$ cat src/rtl/scalar_kalman_filter_defines.svh
// Assertion macros shared by the scalar Kalman filter RTL.
`ifndef SCALAR_KALMAN_FILTER_DEFINES_SVH
`define SCALAR_KALMAN_FILTER_DEFINES_SVH

// Check that cons holds in the same cycle whenever ante holds.
`define SKF_ASSERT_IMP(name, clk, rst_n, ante, cons, msg) \
    name: assert property (@(posedge clk) disable iff (!rst_n) (ante) |-> (cons)) \
        else $error(msg);

// Check that cons holds in the cycle after ante.
`define SKF_ASSERT_NXT(name, clk, rst_n, ante, cons, msg) \
    name: assert property (@(posedge clk) disable iff (!rst_n) (ante) |=> (cons)) \
        else $error(msg);

`endif

$ cat src/rtl/skf_pkg.sv
// Shared types, constants and the micro-op table of the scalar Kalman filter.
package skf_pkg;

    localparam int DW     = 32;            // Q8.24 word width
    localparam int FB     = 24;            // fractional bits
    localparam int VAR_W  = 31;            // width of variance fields
    localparam int STEP_W = 5;             // micro-op step counter width
    localparam int CFG_W  = 3;             // configuration index width

    localparam logic [DW-1:0] QMAX  = {1'b0, {(DW-1){1'b1}}};
    localparam logic [DW-1:0] QMIN  = {1'b1, {(DW-1){1'b0}}};
    localparam logic [DW-1:0] Q_ONE = {{(DW-FB-1){1'b0}}, 1'b1, {FB{1'b0}}};

    localparam logic [VAR_W-1:0] RST_PROCESS_VAR = 31'd1678;
    localparam logic [VAR_W-1:0] RST_MEASURE_VAR = 31'd167772;

    localparam logic [STEP_W-1:0] LAST_STEP = 5'd18;

    typedef enum logic {
        ACT_UPDATE,
        ACT_RESTART
    } t_action;

    typedef enum logic [CFG_W-1:0] {
        CFG_STATE_GAIN,
        CFG_MEAS_GAIN,
        CFG_CONTROL_GAIN,
        CFG_PROCESS_VAR,
        CFG_MEASURE_VAR,
        CFG_INIT_EST,
        CFG_INIT_VAR
    } t_cfg_idx;

    typedef enum logic [2:0] {
        ST_IDLE,
        ST_ISSUE,
        ST_MULWB,
        ST_DIVWAIT,
        ST_DONE
    } t_state;

    typedef enum logic [2:0] {
        OP_MUL,
        OP_ADD,
        OP_SUB,
        OP_CHK,
        OP_DIV
    } t_op;

    typedef enum logic [3:0] {
        SRC_A, SRC_B, SRC_H, SRC_Q, SRC_R, SRC_ONE, SRC_X, SRC_P,
        SRC_U, SRC_Z, SRC_XP, SRC_PP, SRC_Y, SRC_G, SRC_T0, SRC_T1
    } t_src;

    typedef enum logic [2:0] {
        DST_T0, DST_T1, DST_XP, DST_PP, DST_Y, DST_X, DST_P, DST_G
    } t_dst;

    typedef struct packed {
        t_op  op;
        t_src sa;
        t_src sb;
        t_dst dst;
    } t_uop;

    // Saturated Q8.24 result with its clip flag.
    typedef struct packed {
        logic signed [DW-1:0] val;
        logic                 sat;
    } t_res;

    // Divider status toward the sequencer.
    typedef struct packed {
        logic                 done;
        logic signed [DW-1:0] val;
        logic                 sat;
    } t_div_out;

    // Predict, innovate, divide, correct.
    function automatic t_uop skf_uop(input logic [STEP_W-1:0] step);
        t_uop u;
        case (step)
            5'd0:    u = '{OP_MUL, SRC_A,   SRC_X,  DST_T0};  // A*x
            5'd1:    u = '{OP_MUL, SRC_B,   SRC_U,  DST_T1};  // B*u
            5'd2:    u = '{OP_ADD, SRC_T0,  SRC_T1, DST_XP};  // x_pred
            5'd3:    u = '{OP_MUL, SRC_A,   SRC_P,  DST_T0};  // A*P
            5'd4:    u = '{OP_MUL, SRC_T0,  SRC_A,  DST_T0};  // (A*P)*A
            5'd5:    u = '{OP_ADD, SRC_T0,  SRC_Q,  DST_PP};  // P_pred
            5'd6:    u = '{OP_MUL, SRC_H,   SRC_XP, DST_T0};  // H*x_pred
            5'd7:    u = '{OP_SUB, SRC_Z,   SRC_T0, DST_Y};   // innovation
            5'd8:    u = '{OP_MUL, SRC_H,   SRC_PP, DST_T0};  // H*P_pred
            5'd9:    u = '{OP_MUL, SRC_T0,  SRC_H,  DST_T0};  // (H*P_pred)*H
            5'd10:   u = '{OP_ADD, SRC_T0,  SRC_R,  DST_T0};  // S
            5'd11:   u = '{OP_CHK, SRC_T0,  SRC_T0, DST_T0};  // S > 0 ?
            5'd12:   u = '{OP_MUL, SRC_PP,  SRC_H,  DST_T1};  // numerator
            5'd13:   u = '{OP_DIV, SRC_T1,  SRC_T0, DST_G};   // gain
            5'd14:   u = '{OP_MUL, SRC_G,   SRC_Y,  DST_T0};  // K*y
            5'd15:   u = '{OP_ADD, SRC_XP,  SRC_T0, DST_X};   // corrected x
            5'd16:   u = '{OP_MUL, SRC_G,   SRC_H,  DST_T0};  // K*H
            5'd17:   u = '{OP_SUB, SRC_ONE, SRC_T0, DST_T0};  // 1 - K*H
            5'd18:   u = '{OP_MUL, SRC_T0,  SRC_PP, DST_P};   // corrected P
            default: u = '{OP_CHK, SRC_T0,  SRC_T0, DST_T0};
        endcase
        return u;
    endfunction

endpackage

$ cat src/rtl/skf_alu.sv
// Shared saturating Q8.24 multiply and add/subtract unit.
module skf_alu (
    input  logic                         i_clk,
    input  logic                         i_mul_en,
    input  logic                         i_sub,
    input  logic signed [skf_pkg::DW-1:0] i_a,
    input  logic signed [skf_pkg::DW-1:0] i_b,
    output skf_pkg::t_res                o_add,
    output skf_pkg::t_res                o_mul
);

    localparam int DW     = skf_pkg::DW;
    localparam int FB     = skf_pkg::FB;
    localparam int PROD_W = 2 * DW;
    localparam int SH_W   = PROD_W - FB;

    logic signed [PROD_W-1:0] r_prod;
    logic        [SH_W-1:0]   sh_t;
    logic                     corr;
    logic                     mul_fit;
    logic        [DW:0]       sum;
    logic                     add_fit;

    // Register the full product before scaling.
    always_ff @(posedge i_clk) begin
        if (i_mul_en) begin
            r_prod <= PROD_W'(i_a) * PROD_W'(i_b);
        end
    end

    // Truncate toward zero: floor shift, plus one for negative inexact products.
    always_comb begin
        corr    = r_prod[PROD_W-1] && (r_prod[FB-1:0] != '0);
        sh_t    = r_prod[PROD_W-1:FB] + SH_W'(corr);
        mul_fit = (&sh_t[SH_W-1:DW-1]) || !(|sh_t[SH_W-1:DW-1]);
        o_mul.sat = !mul_fit;
        o_mul.val = mul_fit ? sh_t[DW-1:0] : (sh_t[SH_W-1] ? skf_pkg::QMIN : skf_pkg::QMAX);
    end

    always_comb begin
        if (i_sub) begin
            sum = {i_a[DW-1], i_a} - {i_b[DW-1], i_b};
        end else begin
            sum = {i_a[DW-1], i_a} + {i_b[DW-1], i_b};
        end
        add_fit   = (sum[DW] == sum[DW-1]);
        o_add.sat = !add_fit;
        o_add.val = add_fit ? sum[DW-1:0] : (sum[DW] ? skf_pkg::QMIN : skf_pkg::QMAX);
    end

endmodule

$ cat src/rtl/skf_div.sv
// Restoring divider for the Kalman gain, one quotient bit per cycle.
`include "scalar_kalman_filter_defines.svh"

module skf_div (
    input  logic                          i_clk,
    input  logic                          i_rst_n,
    input  logic                          i_start,
    input  logic signed [skf_pkg::DW-1:0] i_num,
    input  logic signed [skf_pkg::DW-1:0] i_den,   // known positive
    output skf_pkg::t_div_out             o_out
);

    localparam int DW    = skf_pkg::DW;
    localparam int FB    = skf_pkg::FB;
    localparam int HI_SH = DW - FB;
    localparam int CMP_W = DW + HI_SH;
    localparam int CNT_W = $clog2(DW);
    localparam logic [CNT_W-1:0] CNT_LAST = CNT_W'(DW - 1);

    logic             r_busy;
    logic             r_done;
    logic [CNT_W-1:0] r_cnt;
    logic             r_ovf;
    logic             r_neg;
    logic [DW-1:0]    r_rem;
    logic [DW-1:0]    r_work;
    logic [DW-1:0]    r_den;

    logic [DW-1:0]    num_u;
    logic [DW-1:0]    num_mag;
    logic             ovf;
    logic [DW:0]      rem_sh;
    logic             ge;
    logic [DW:0]      rem_df;

    always_comb begin
        num_u   = i_num;
        num_mag = i_num[DW-1] ? (~num_u + DW'(1)) : num_u;
        // Quotient of (|num| << FB) / den reaches 2^DW exactly when this holds.
        ovf     = CMP_W'(num_mag) >= {i_den, {HI_SH{1'b0}}};
        rem_sh  = {r_rem, r_work[DW-1]};
        ge      = rem_sh >= {1'b0, r_den};
        rem_df  = rem_sh - {1'b0, r_den};
    end

    always_ff @(posedge i_clk) begin
        if (!i_rst_n) begin
            r_busy <= 1'b0;
            r_done <= 1'b0;
            r_cnt  <= '0;
        end else begin
            r_done <= 1'b0;
            if (i_start) begin
                r_cnt <= '0;
                if (ovf) begin
                    r_done <= 1'b1;
                end else begin
                    r_busy <= 1'b1;
                end
            end else if (r_busy) begin
                r_cnt <= r_cnt + CNT_W'(1);
                if (r_cnt == CNT_LAST) begin
                    r_busy <= 1'b0;
                    r_done <= 1'b1;
                end
            end
        end
    end

    always_ff @(posedge i_clk) begin
        if (i_start) begin
            r_ovf  <= ovf;
            r_neg  <= i_num[DW-1];
            r_den  <= i_den;
            r_rem  <= DW'(num_mag >> HI_SH);
            r_work <= {num_mag[HI_SH-1:0], {FB{1'b0}}};
        end else if (r_busy) begin
            r_rem  <= ge ? rem_df[DW-1:0] : rem_sh[DW-1:0];
            r_work <= {r_work[DW-2:0], ge};
        end
    end

    // Apply sign and clip to the Q8.24 range.
    always_comb begin
        o_out.done = r_done;
        if (r_ovf) begin
            o_out.sat = 1'b1;
            o_out.val = r_neg ? skf_pkg::QMIN : skf_pkg::QMAX;
        end else if (r_neg) begin
            o_out.sat = r_work[DW-1] && (r_work[DW-2:0] != '0);
            o_out.val = o_out.sat ? skf_pkg::QMIN : (~r_work + DW'(1));
        end else begin
            o_out.sat = r_work[DW-1];
            o_out.val = r_work[DW-1] ? skf_pkg::QMAX : r_work;
        end
    end

    `SKF_ASSERT_IMP(a_div_rem_bound, i_clk, i_rst_n, r_busy, r_rem < r_den, "divider remainder not below divisor")

endmodule

$ cat src/rtl/scalar_kalman_filter.sv
// Top level of the one-dimensional Q8.24 Kalman filter: sequencer, registers, channels.
//
//  Channel   Direction  Handshake                    Payload
//  s_axis    in         s_axis_tvalid/s_axis_tready  tdata: measurement, control_in
//                                                    tuser: action
//  m_axis    out        m_axis_tvalid/m_axis_tready  tdata: estimate, variance, gain
//                                                    tuser: zero_divisor, saturated
//  cfg       in         i_cfg_valid/o_cfg_ready      i_cfg_index, i_cfg_data
//
//  An update item runs eleven products in the shared multiplier, six add/subtract
//  steps, a sign check and the restoring divider (one quotient bit per cycle). A
//  gain that overflows skips the division loop; a non-positive innovation variance
//  ends the item at the check step; a restart item goes straight to its result.
//  Reset is synchronous and active low; it loads the register defaults and the
//  initial estimate and variance. s_axis_tready is high only while the sequencer
//  is idle; a finished result waits in the output register while the next item is
//  taken, and the sequencer stalls before its result write if that register is full.
`include "scalar_kalman_filter_defines.svh"

module scalar_kalman_filter (
    input  logic        i_clk,
    input  logic        i_rst_n,
    // input stream
    input  logic        s_axis_tvalid,
    output logic        s_axis_tready,
    input  logic [63:0] s_axis_tdata,   // [31:0] measurement, [63:32] control_in
    input  logic [0:0]  s_axis_tuser,   // [0] action
    // result stream
    output logic        m_axis_tvalid,
    input  logic        m_axis_tready,
    output logic [95:0] m_axis_tdata,   // [31:0] estimate_out, [62:32] variance_out,
                                        // [94:63] gain_out, [95] zero
    output logic [1:0]  m_axis_tuser,   // [0] zero_divisor, [1] saturated
    // configuration writes
    input  logic        i_cfg_valid,
    output logic        o_cfg_ready,
    input  logic [2:0]  i_cfg_index,
    input  logic [31:0] i_cfg_data
);

    localparam int DW    = skf_pkg::DW;
    localparam int VAR_W = skf_pkg::VAR_W;
    localparam int STEP_W = skf_pkg::STEP_W;

    // configuration registers
    logic signed [DW-1:0]    r_a, r_h, r_b, r_x0;
    logic        [VAR_W-1:0] r_q, r_r, r_p0;

    // filter state and per-item flags
    logic signed [DW-1:0]    r_x;
    logic        [VAR_W-1:0] r_p;
    logic signed [DW-1:0]    r_g;
    logic                    r_zdiv;
    logic                    r_sat;

    // working registers
    logic signed [DW-1:0]    r_z, r_u, r_xp, r_pp, r_y, r_t0, r_t1;

    // sequencer
    skf_pkg::t_state         r_state, n_state;
    logic [STEP_W-1:0]       r_step, n_step;
    skf_pkg::t_uop           uop;

    // output register
    logic                    r_ovalid, n_ovalid;
    logic signed [DW-1:0]    r_oest, r_ogain;
    logic        [VAR_W-1:0] r_ovar;
    logic                    r_ozdiv, r_osat;

    logic                    in_acc;
    logic                    restart;
    logic signed [DW-1:0]    op_a, op_b;
    logic                    mul_en;
    logic                    div_start;
    logic                    wr_en;
    logic signed [DW-1:0]    wr_val;
    logic                    wr_sat;
    logic                    set_zdiv;
    logic                    out_load;
    logic                    s_nonpos;
    skf_pkg::t_res           add_res, mul_res;
    skf_pkg::t_div_out       div_out;

    assign s_axis_tready = (r_state == skf_pkg::ST_IDLE);
    assign in_acc        = s_axis_tvalid && s_axis_tready;
    assign restart       = (s_axis_tuser[0] == skf_pkg::ACT_RESTART);
    assign o_cfg_ready   = 1'b1;
    assign uop           = skf_pkg::skf_uop(r_step);
    assign s_nonpos      = r_t0[DW-1] || (r_t0 == '0);

    assign m_axis_tvalid = r_ovalid;
    assign m_axis_tdata  = {1'b0, r_ogain, r_ovar, r_oest};
    assign m_axis_tuser  = {r_osat, r_ozdiv};

    // Configuration writes; unknown indexes are dropped.
    always_ff @(posedge i_clk) begin
        if (!i_rst_n) begin
            r_a  <= skf_pkg::Q_ONE;
            r_h  <= skf_pkg::Q_ONE;
            r_b  <= '0;
            r_q  <= skf_pkg::RST_PROCESS_VAR;
            r_r  <= skf_pkg::RST_MEASURE_VAR;
            r_x0 <= '0;
            r_p0 <= skf_pkg::Q_ONE[VAR_W-1:0];
        end else if (i_cfg_valid && o_cfg_ready) begin
            case (skf_pkg::t_cfg_idx'(i_cfg_index))
                skf_pkg::CFG_STATE_GAIN:   r_a  <= i_cfg_data;
                skf_pkg::CFG_MEAS_GAIN:    r_h  <= i_cfg_data;
                skf_pkg::CFG_CONTROL_GAIN: r_b  <= i_cfg_data;
                skf_pkg::CFG_PROCESS_VAR:  r_q  <= i_cfg_data[VAR_W-1:0];
                skf_pkg::CFG_MEASURE_VAR:  r_r  <= i_cfg_data[VAR_W-1:0];
                skf_pkg::CFG_INIT_EST:     r_x0 <= i_cfg_data;
                skf_pkg::CFG_INIT_VAR:     r_p0 <= i_cfg_data[VAR_W-1:0];
                default: ;
            endcase
        end
    end

    // Operand selection for the shared unit.
    always_comb begin
        case (uop.sa)
            skf_pkg::SRC_A:   op_a = r_a;
            skf_pkg::SRC_B:   op_a = r_b;
            skf_pkg::SRC_H:   op_a = r_h;
            skf_pkg::SRC_Q:   op_a = {1'b0, r_q};
            skf_pkg::SRC_R:   op_a = {1'b0, r_r};
            skf_pkg::SRC_ONE: op_a = skf_pkg::Q_ONE;
            skf_pkg::SRC_X:   op_a = r_x;
            skf_pkg::SRC_P:   op_a = {1'b0, r_p};
            skf_pkg::SRC_U:   op_a = r_u;
            skf_pkg::SRC_Z:   op_a = r_z;
            skf_pkg::SRC_XP:  op_a = r_xp;
            skf_pkg::SRC_PP:  op_a = r_pp;
            skf_pkg::SRC_Y:   op_a = r_y;
            skf_pkg::SRC_G:   op_a = r_g;
            skf_pkg::SRC_T0:  op_a = r_t0;
            skf_pkg::SRC_T1:  op_a = r_t1;
            default:          op_a = r_t0;
        endcase
    end

    always_comb begin
        case (uop.sb)
            skf_pkg::SRC_A:   op_b = r_a;
            skf_pkg::SRC_B:   op_b = r_b;
            skf_pkg::SRC_H:   op_b = r_h;
            skf_pkg::SRC_Q:   op_b = {1'b0, r_q};
            skf_pkg::SRC_R:   op_b = {1'b0, r_r};
            skf_pkg::SRC_ONE: op_b = skf_pkg::Q_ONE;
            skf_pkg::SRC_X:   op_b = r_x;
            skf_pkg::SRC_P:   op_b = {1'b0, r_p};
            skf_pkg::SRC_U:   op_b = r_u;
            skf_pkg::SRC_Z:   op_b = r_z;
            skf_pkg::SRC_XP:  op_b = r_xp;
            skf_pkg::SRC_PP:  op_b = r_pp;
            skf_pkg::SRC_Y:   op_b = r_y;
            skf_pkg::SRC_G:   op_b = r_g;
            skf_pkg::SRC_T0:  op_b = r_t0;
            skf_pkg::SRC_T1:  op_b = r_t1;
            default:          op_b = r_t0;
        endcase
    end

    skf_alu u_alu (
        .i_clk    (i_clk),
        .i_mul_en (mul_en),
        .i_sub    (uop.op == skf_pkg::OP_SUB),
        .i_a      (op_a),
        .i_b      (op_b),
        .o_add    (add_res),
        .o_mul    (mul_res)
    );

    skf_div u_div (
        .i_clk   (i_clk),
        .i_rst_n (i_rst_n),
        .i_start (div_start),
        .i_num   (op_a),
        .i_den   (op_b),
        .o_out   (div_out)
    );

    always_ff @(posedge i_clk) begin
        if (!i_rst_n) begin
            r_state  <= skf_pkg::ST_IDLE;
            r_step   <= '0;
            r_ovalid <= 1'b0;
        end else begin
            r_state  <= n_state;
            r_step   <= n_step;
            r_ovalid <= n_ovalid;
        end
    end

    // Sequencer: issue one micro-op, write its result, advance the step.
    always_comb begin
        n_state   = r_state;
        n_step    = r_step;
        mul_en    = 1'b0;
        div_start = 1'b0;
        wr_en     = 1'b0;
        wr_val    = add_res.val;
        wr_sat    = 1'b0;
        set_zdiv  = 1'b0;
        out_load  = 1'b0;
        case (r_state)
            skf_pkg::ST_IDLE: begin
                if (in_acc) begin
                    n_step  = '0;
                    n_state = restart ? skf_pkg::ST_DONE : skf_pkg::ST_ISSUE;
                end
            end
            skf_pkg::ST_ISSUE: begin
                case (uop.op)
                    skf_pkg::OP_MUL: begin
                        mul_en  = 1'b1;
                        n_state = skf_pkg::ST_MULWB;
                    end
                    skf_pkg::OP_ADD, skf_pkg::OP_SUB: begin
                        wr_en  = 1'b1;
                        wr_val = add_res.val;
                        wr_sat = add_res.sat;
                    end
                    skf_pkg::OP_CHK: begin
                        // Innovation variance not positive: keep the prediction.
                        if (s_nonpos) begin
                            set_zdiv = 1'b1;
                            n_state  = skf_pkg::ST_DONE;
                        end else begin
                            n_step = r_step + STEP_W'(1);
                        end
                    end
                    skf_pkg::OP_DIV: begin
                        div_start = 1'b1;
                        n_state   = skf_pkg::ST_DIVWAIT;
                    end
                    default: n_state = skf_pkg::ST_DONE;
                endcase
            end
            skf_pkg::ST_MULWB: begin
                wr_en  = 1'b1;
                wr_val = mul_res.val;
                wr_sat = mul_res.sat;
            end
            skf_pkg::ST_DIVWAIT: begin
                if (div_out.done) begin
                    wr_en  = 1'b1;
                    wr_val = div_out.val;
                    wr_sat = div_out.sat;
                end
            end
            skf_pkg::ST_DONE: begin
                if (!r_ovalid || m_axis_tready) begin
                    out_load = 1'b1;
                    n_state  = skf_pkg::ST_IDLE;
                end
            end
            default: n_state = skf_pkg::ST_IDLE;
        endcase

        // Advance after every result write; the last step finishes the item.
        if (wr_en) begin
            if (r_step == skf_pkg::LAST_STEP) begin
                n_state = skf_pkg::ST_DONE;
            end else begin
                n_step  = r_step + STEP_W'(1);
                n_state = skf_pkg::ST_ISSUE;
            end
        end

        n_ovalid = out_load ? 1'b1 : (m_axis_tready ? 1'b0 : r_ovalid);
    end

    // Filter state and flags.
    always_ff @(posedge i_clk) begin
        if (!i_rst_n) begin
            r_x    <= '0;
            r_p    <= skf_pkg::Q_ONE[VAR_W-1:0];
            r_g    <= '0;
            r_zdiv <= 1'b0;
            r_sat  <= 1'b0;
        end else begin
            if (in_acc) begin
                r_g    <= '0;
                r_zdiv <= 1'b0;
                r_sat  <= 1'b0;
                if (restart) begin
                    r_x <= r_x0;
                    r_p <= r_p0;
                end
            end
            if (wr_en) begin
                if (wr_sat) begin
                    r_sat <= 1'b1;
                end
                case (uop.dst)
                    skf_pkg::DST_X: r_x <= wr_val;
                    skf_pkg::DST_G: r_g <= wr_val;
                    skf_pkg::DST_P: begin
                        // Clamp a negative corrected variance to zero and flag it.
                        if (wr_val[DW-1]) begin
                            r_p   <= '0;
                            r_sat <= 1'b1;
                        end else begin
                            r_p <= wr_val[VAR_W-1:0];
                        end
                    end
                    default: ;
                endcase
            end
            if (set_zdiv) begin
                r_zdiv <= 1'b1;
                r_x    <= r_xp;
                r_p    <= r_pp[DW-1] ? '0 : r_pp[VAR_W-1:0];
            end
        end
    end

    // Working registers: input latch and intermediate results.
    always_ff @(posedge i_clk) begin
        if (in_acc) begin
            r_z <= s_axis_tdata[DW-1:0];
            r_u <= s_axis_tdata[2*DW-1:DW];
        end
        if (wr_en) begin
            case (uop.dst)
                skf_pkg::DST_T0: r_t0 <= wr_val;
                skf_pkg::DST_T1: r_t1 <= wr_val;
                skf_pkg::DST_XP: r_xp <= wr_val;
                skf_pkg::DST_PP: r_pp <= wr_val;
                skf_pkg::DST_Y:  r_y  <= wr_val;
                default: ;
            endcase
        end
    end

    // Output register payload.
    always_ff @(posedge i_clk) begin
        if (out_load) begin
            r_oest  <= r_x;
            r_ovar  <= r_p;
            r_ogain <= r_g;
            r_ozdiv <= r_zdiv;
            r_osat  <= r_sat;
        end
    end

    `SKF_ASSERT_NXT(a_update_starts, i_clk, i_rst_n, in_acc && !restart, (r_state == skf_pkg::ST_ISSUE) && (r_step == '0), "update item did not start at step zero")
    `SKF_ASSERT_IMP(a_div_done_in_wait, i_clk, i_rst_n, div_out.done, r_state == skf_pkg::ST_DIVWAIT, "divider finished outside its wait state")
    `SKF_ASSERT_IMP(a_zdiv_no_gain, i_clk, i_rst_n, r_ovalid && r_ozdiv, r_ogain == '0, "nonzero gain reported with zero divisor")

endmodule

$ cat config.mk
export PLATFORM = sky130hd
export DESIGN_NAME = scalar_kalman_filter
export DESIGN_NICKNAME = d
export VERILOG_FILES = /design/src/rtl/skf_pkg.sv /design/src/rtl/skf_alu.sv /design/src/rtl/skf_div.sv /design/src/rtl/scalar_kalman_filter.sv
export VERILOG_INCLUDE_DIRS = /design/src /design/src/rtl
export SDC_FILE = /design/constraint.sdc
export NUM_CORES = 2
export LEC_CHECK = 0
export BUFFER_PORTS_ARGS = -buffer_cell sky130_fd_sc_hd__buf_4
export CAP_MARGIN = 30
export CORE_ASPECT_RATIO = 0.9
export CORE_UTILIZATION = 25
export DETAILED_ROUTE_END_ITERATION = 7
export HOLD_SLACK_MARGIN = 0.08
export PLACE_DENSITY_LB_ADDON = 0.12
export SLEW_MARGIN = 20
export SYNTH_ARGS = -nofsm -noshare
export SYNTH_HDL_FRONTEND = slang
export SYNTH_SLANG_ARGS = --single-unit
$ cat constraint.sdc
create_clock -name i_clk -period 14.8 [get_ports i_clk]
set_input_delay 1.48 -clock i_clk [delete_from_list [all_inputs] [get_ports i_clk]]
set_output_delay 1.48 -clock i_clk [all_outputs]
set_load 0.03 [all_outputs]
==> flow_metrics.py <==
metrics = {
    "status": {
        "status": "finished, final reports clean",
    },
    "logic_synthesis": {
        "synthesized_nets": 10410,
        "synth_compound_gate_area_share_pct": 13.69,
        "post_synth_inst_count": 8928,
        "synth-simple-area-share_pct": 15.31,
        "async_flop_share_pct": 0,
        "adder_and_majority_cell_fraction_of_the_synthesized_area_pct": 31.36,
        "ys_seq_elements": 831,
        "synth.largest_area_cell": "fa_1",
        "yosys.area.top_type_share_pct": 26.87,
        "synth.most_common_cell": "nand2_1",
        "synth.avg_cell_area_um2": 9.046,
        "synth_edf_count": 451,
        "post_synth_most_frequent_cells": "nand2_1 (1383), inv_1 (1175), fa_1 (1084)",
        "synth.yosys.warnings": 0,
        "synth-seq-area-share_pct": 26.19,
        "post_synth_mux_area_share_pct": 2.527,
        "synth.lib_cells_used.distinct": 97,
        "yosys_most_used_dff": "edfxtp_1",
        "synth_xor_area_share_pct": 2.603,
        "post_synth_main_area_contributors": "fa_1 (27%), edfxtp_1 (17%), dfxtp_1 (9.4%)",
        "synth.cell_area_um2": 80760,
        "combinational_family_with_the_most_area_after_synthesis": "adder cells",
    },
    "global_route": {
        "grt_pass1_wl_um": 637100,
        "maximum_number_of_pins_on_one_net_before_global_route_repair": 72,
        "globalRoute.totalOverflow": 0,
        "antenna_found_initial": 46,
        "grt_usage_pct": 28.31,
        "number_of_global_route_vias_before_repair": 72150,
    },
    "layout": {
        "flow.area_growth_from_synthesis_pct": 14.65,
        "nets": 10490,
        "drive_above_1_share_pct": 10.41,
        "post_layout_nonfiller_instances": 13380,
        "fillerInstances": 33920,
        "max_ffs_per_register": 64,
        "top_register": "u_alu.r_prod",
    },
    "floorplan": {
        "floorplan.die.width_um": 601.1,
        "initial_core_util_pct": 25.18,
        "io_pins": 206,
        "die_h_um": 541.2,
        "std_cell_core_area_um2": 320700,
        "die_area_um2": 325300,
        "std_cell_rows": 197,
    },
    "timing": {
        "timing.clock.skew_ns": 0.08585,
        "final.min_clock_period_ns": 12.72,
        "setup-tns-final_ns": 0,
        "worst_slew_pin_slew_ns": 1.336,
        "clock.fmax_mhz": 78.61,
        "rsz0062_at_grt": "no",
        "timing.final.crit_share_pct": 85.95,
        "worst_slew_margin_rel_pct": 10.91,
        "final-setup-viol-count": 0,
        "hold_viol": 0,
        "final-max-slew-violation-count": 0,
    },
    "critical_path": {
        "crit_arrival_ns": 13.23,
        "cp_max_fo": 41,
        "critPathMaxStageDelay_ns": 0.84,
        "cp_common_cell": "fa_1",
        "criticalPathCategory": "reg -> reg",
        "setup.worst_path.end_class": "register",
        "worstPathRequired_ns": 15.31,
        "timing.critical_path.from_type": "register",
        "cpMaxStageDelayCell": "dfxtp_4",
    },
    "detailed_routing": {
        "num_vias": 72020,
        "number_of_antenna_violating_nets_in_the_routed_design": 0,
        "post_drt_wl_per_cell_um": 34.90,
        "detail_route.iter0.violations": 8421,
        "avgViaCountPerCell": 5.381,
        "drcViolationCount": 0,
        "drt_pre_antenna_iters": 6,
        "routed_wl_um": 467100,
    },
    "clock_network": {
        "cts.root.buffer_cell": "clkbuf_16",
        "ctsLongestPathBuffers": 3,
        "cts_tree": "yes",
        "cts_post_setup_buffers_inserted": 0,
        "cts_hold_buf": 0,
        "cts-htree-levels": 3,
        "cts.clk_slew.worst_paths_ns": 0.06,
        "numCtsBuffers": 101,
        "cts.sinks": 831,
        "clk-insertion-delay-late_ns": 0.81,
        "cts_resized": 0,
    },
    "place": {
        "io_buffer_count": 203,
        "place.detailed.hpwl_um": 358200,
        "finalWeightedCongestion": 1.003,
        "dpl.cell_count": 13180,
    },
    "run": {
        "max-cap-violations": 0,
    },
    "worst_hold_path": {
        "class_of_the_tightest_hold_or_removal_check": "reg -> reg",
    },
}
per-stage QoR:
stage               hold slack, ns  util, %  cell area (µm²)  setup slack, ns
floorplan                   0.4081        -            80760            4.458
global placement            0.4428    27.69            88790            2.121
detailed placement          0.4440    27.74            88960            2.258
CTS                         0.4561    28.85            92530            2.209
global route                0.4672    28.87            92580            1.735
finish                      0.4544    28.87            92590            2.079
layer usage:
layer  global-route usage [%]  part of all wire (%)
met2                    41.74                    42
met4                    12.28                   5.1
met5                        0                 0.047
met3                    5.735                   8.3
met1                    39.89                    45
path summary, 6_finish.rpt:
check / end / from / cells past startpoint / slack, ns
worst min register to register: r_p0[7]$_SDFFE_PN0P_ / r_p0[7]$_SDFFE_PN0P_ / 2 / 0.45
worst min-delay path: r_p0[7]$_SDFFE_PN0P_ / r_p0[7]$_SDFFE_PN0P_ / 2 / 0.45
worst max-delay path: u_alu.r_prod[62]$_DFFE_PP_ / uop[7]$_DFF_P_ / 34 / 2.08
worst max register to register: u_alu.r_prod[62]$_DFFE_PP_ / uop[7]$_DFF_P_ / 34 / 2.08
cell type report:
| cell class | instances | area (µm²) | area share [%] |
|---|---|---|---|
| Antenna cell | 8 | 20.02 | 0.02162 |
| Clock buffer | 121 | 2726 | 2.945 |
| Clock inverter | 71 | 843.3 | 0.9108 |
| Inverter | 1203 | 4524 | 4.886 |
| Multi-Input combinational cell | 6344 | 53790 | 58.09 |
| Sequential cell | 831 | 21180 | 22.88 |
| Tap cell | 4278 | 5353 | 5.781 |
| Timing Repair Buffer | 527 | 4156 | 4.489 |
worst max-delay path: cells and delay by family, from the launching register on:
kind                     cells  cell delay [ns]
AO/OA/AOI/OAI               11             4.08
XOR/XNOR                     1             0.14
adder cells (fa/ha/maj)      9             3.84
buffers and inverters        7             2.11
flip-flops                   1             0.84
AND/OR/NAND/NOR              6             1.35
cells in the final DEF, fill, tap and decap left out, drive strengths merged, types with 76 or more instances in the layout:
cell type	n
nand2	1383
clkbuf	121
inv	1185
dfxtp	380
a22oi	97
nand3	151
xor2	78
a21o	82
fa	1084
xnor2	162
mux2i	124
a21oi	531
nor2	838
o21ai	255
a31oi	76
edfxtp	451
buf	527
ha	290
cell families (layout without fill, tap and decap cells):
kind of cell,after synthesis,after routing
other cells,2,10
xor+xnor,240,240
simple gates,2876,2876
buf+inv,1753,1922
fa+ha+maj,1374,1374
flops,831,831
mux,187,187
compound gates,1665,1665
Power is not shown: default switching activity piles up to over one toggle a cycle in this logic, so the estimate is an artifact.
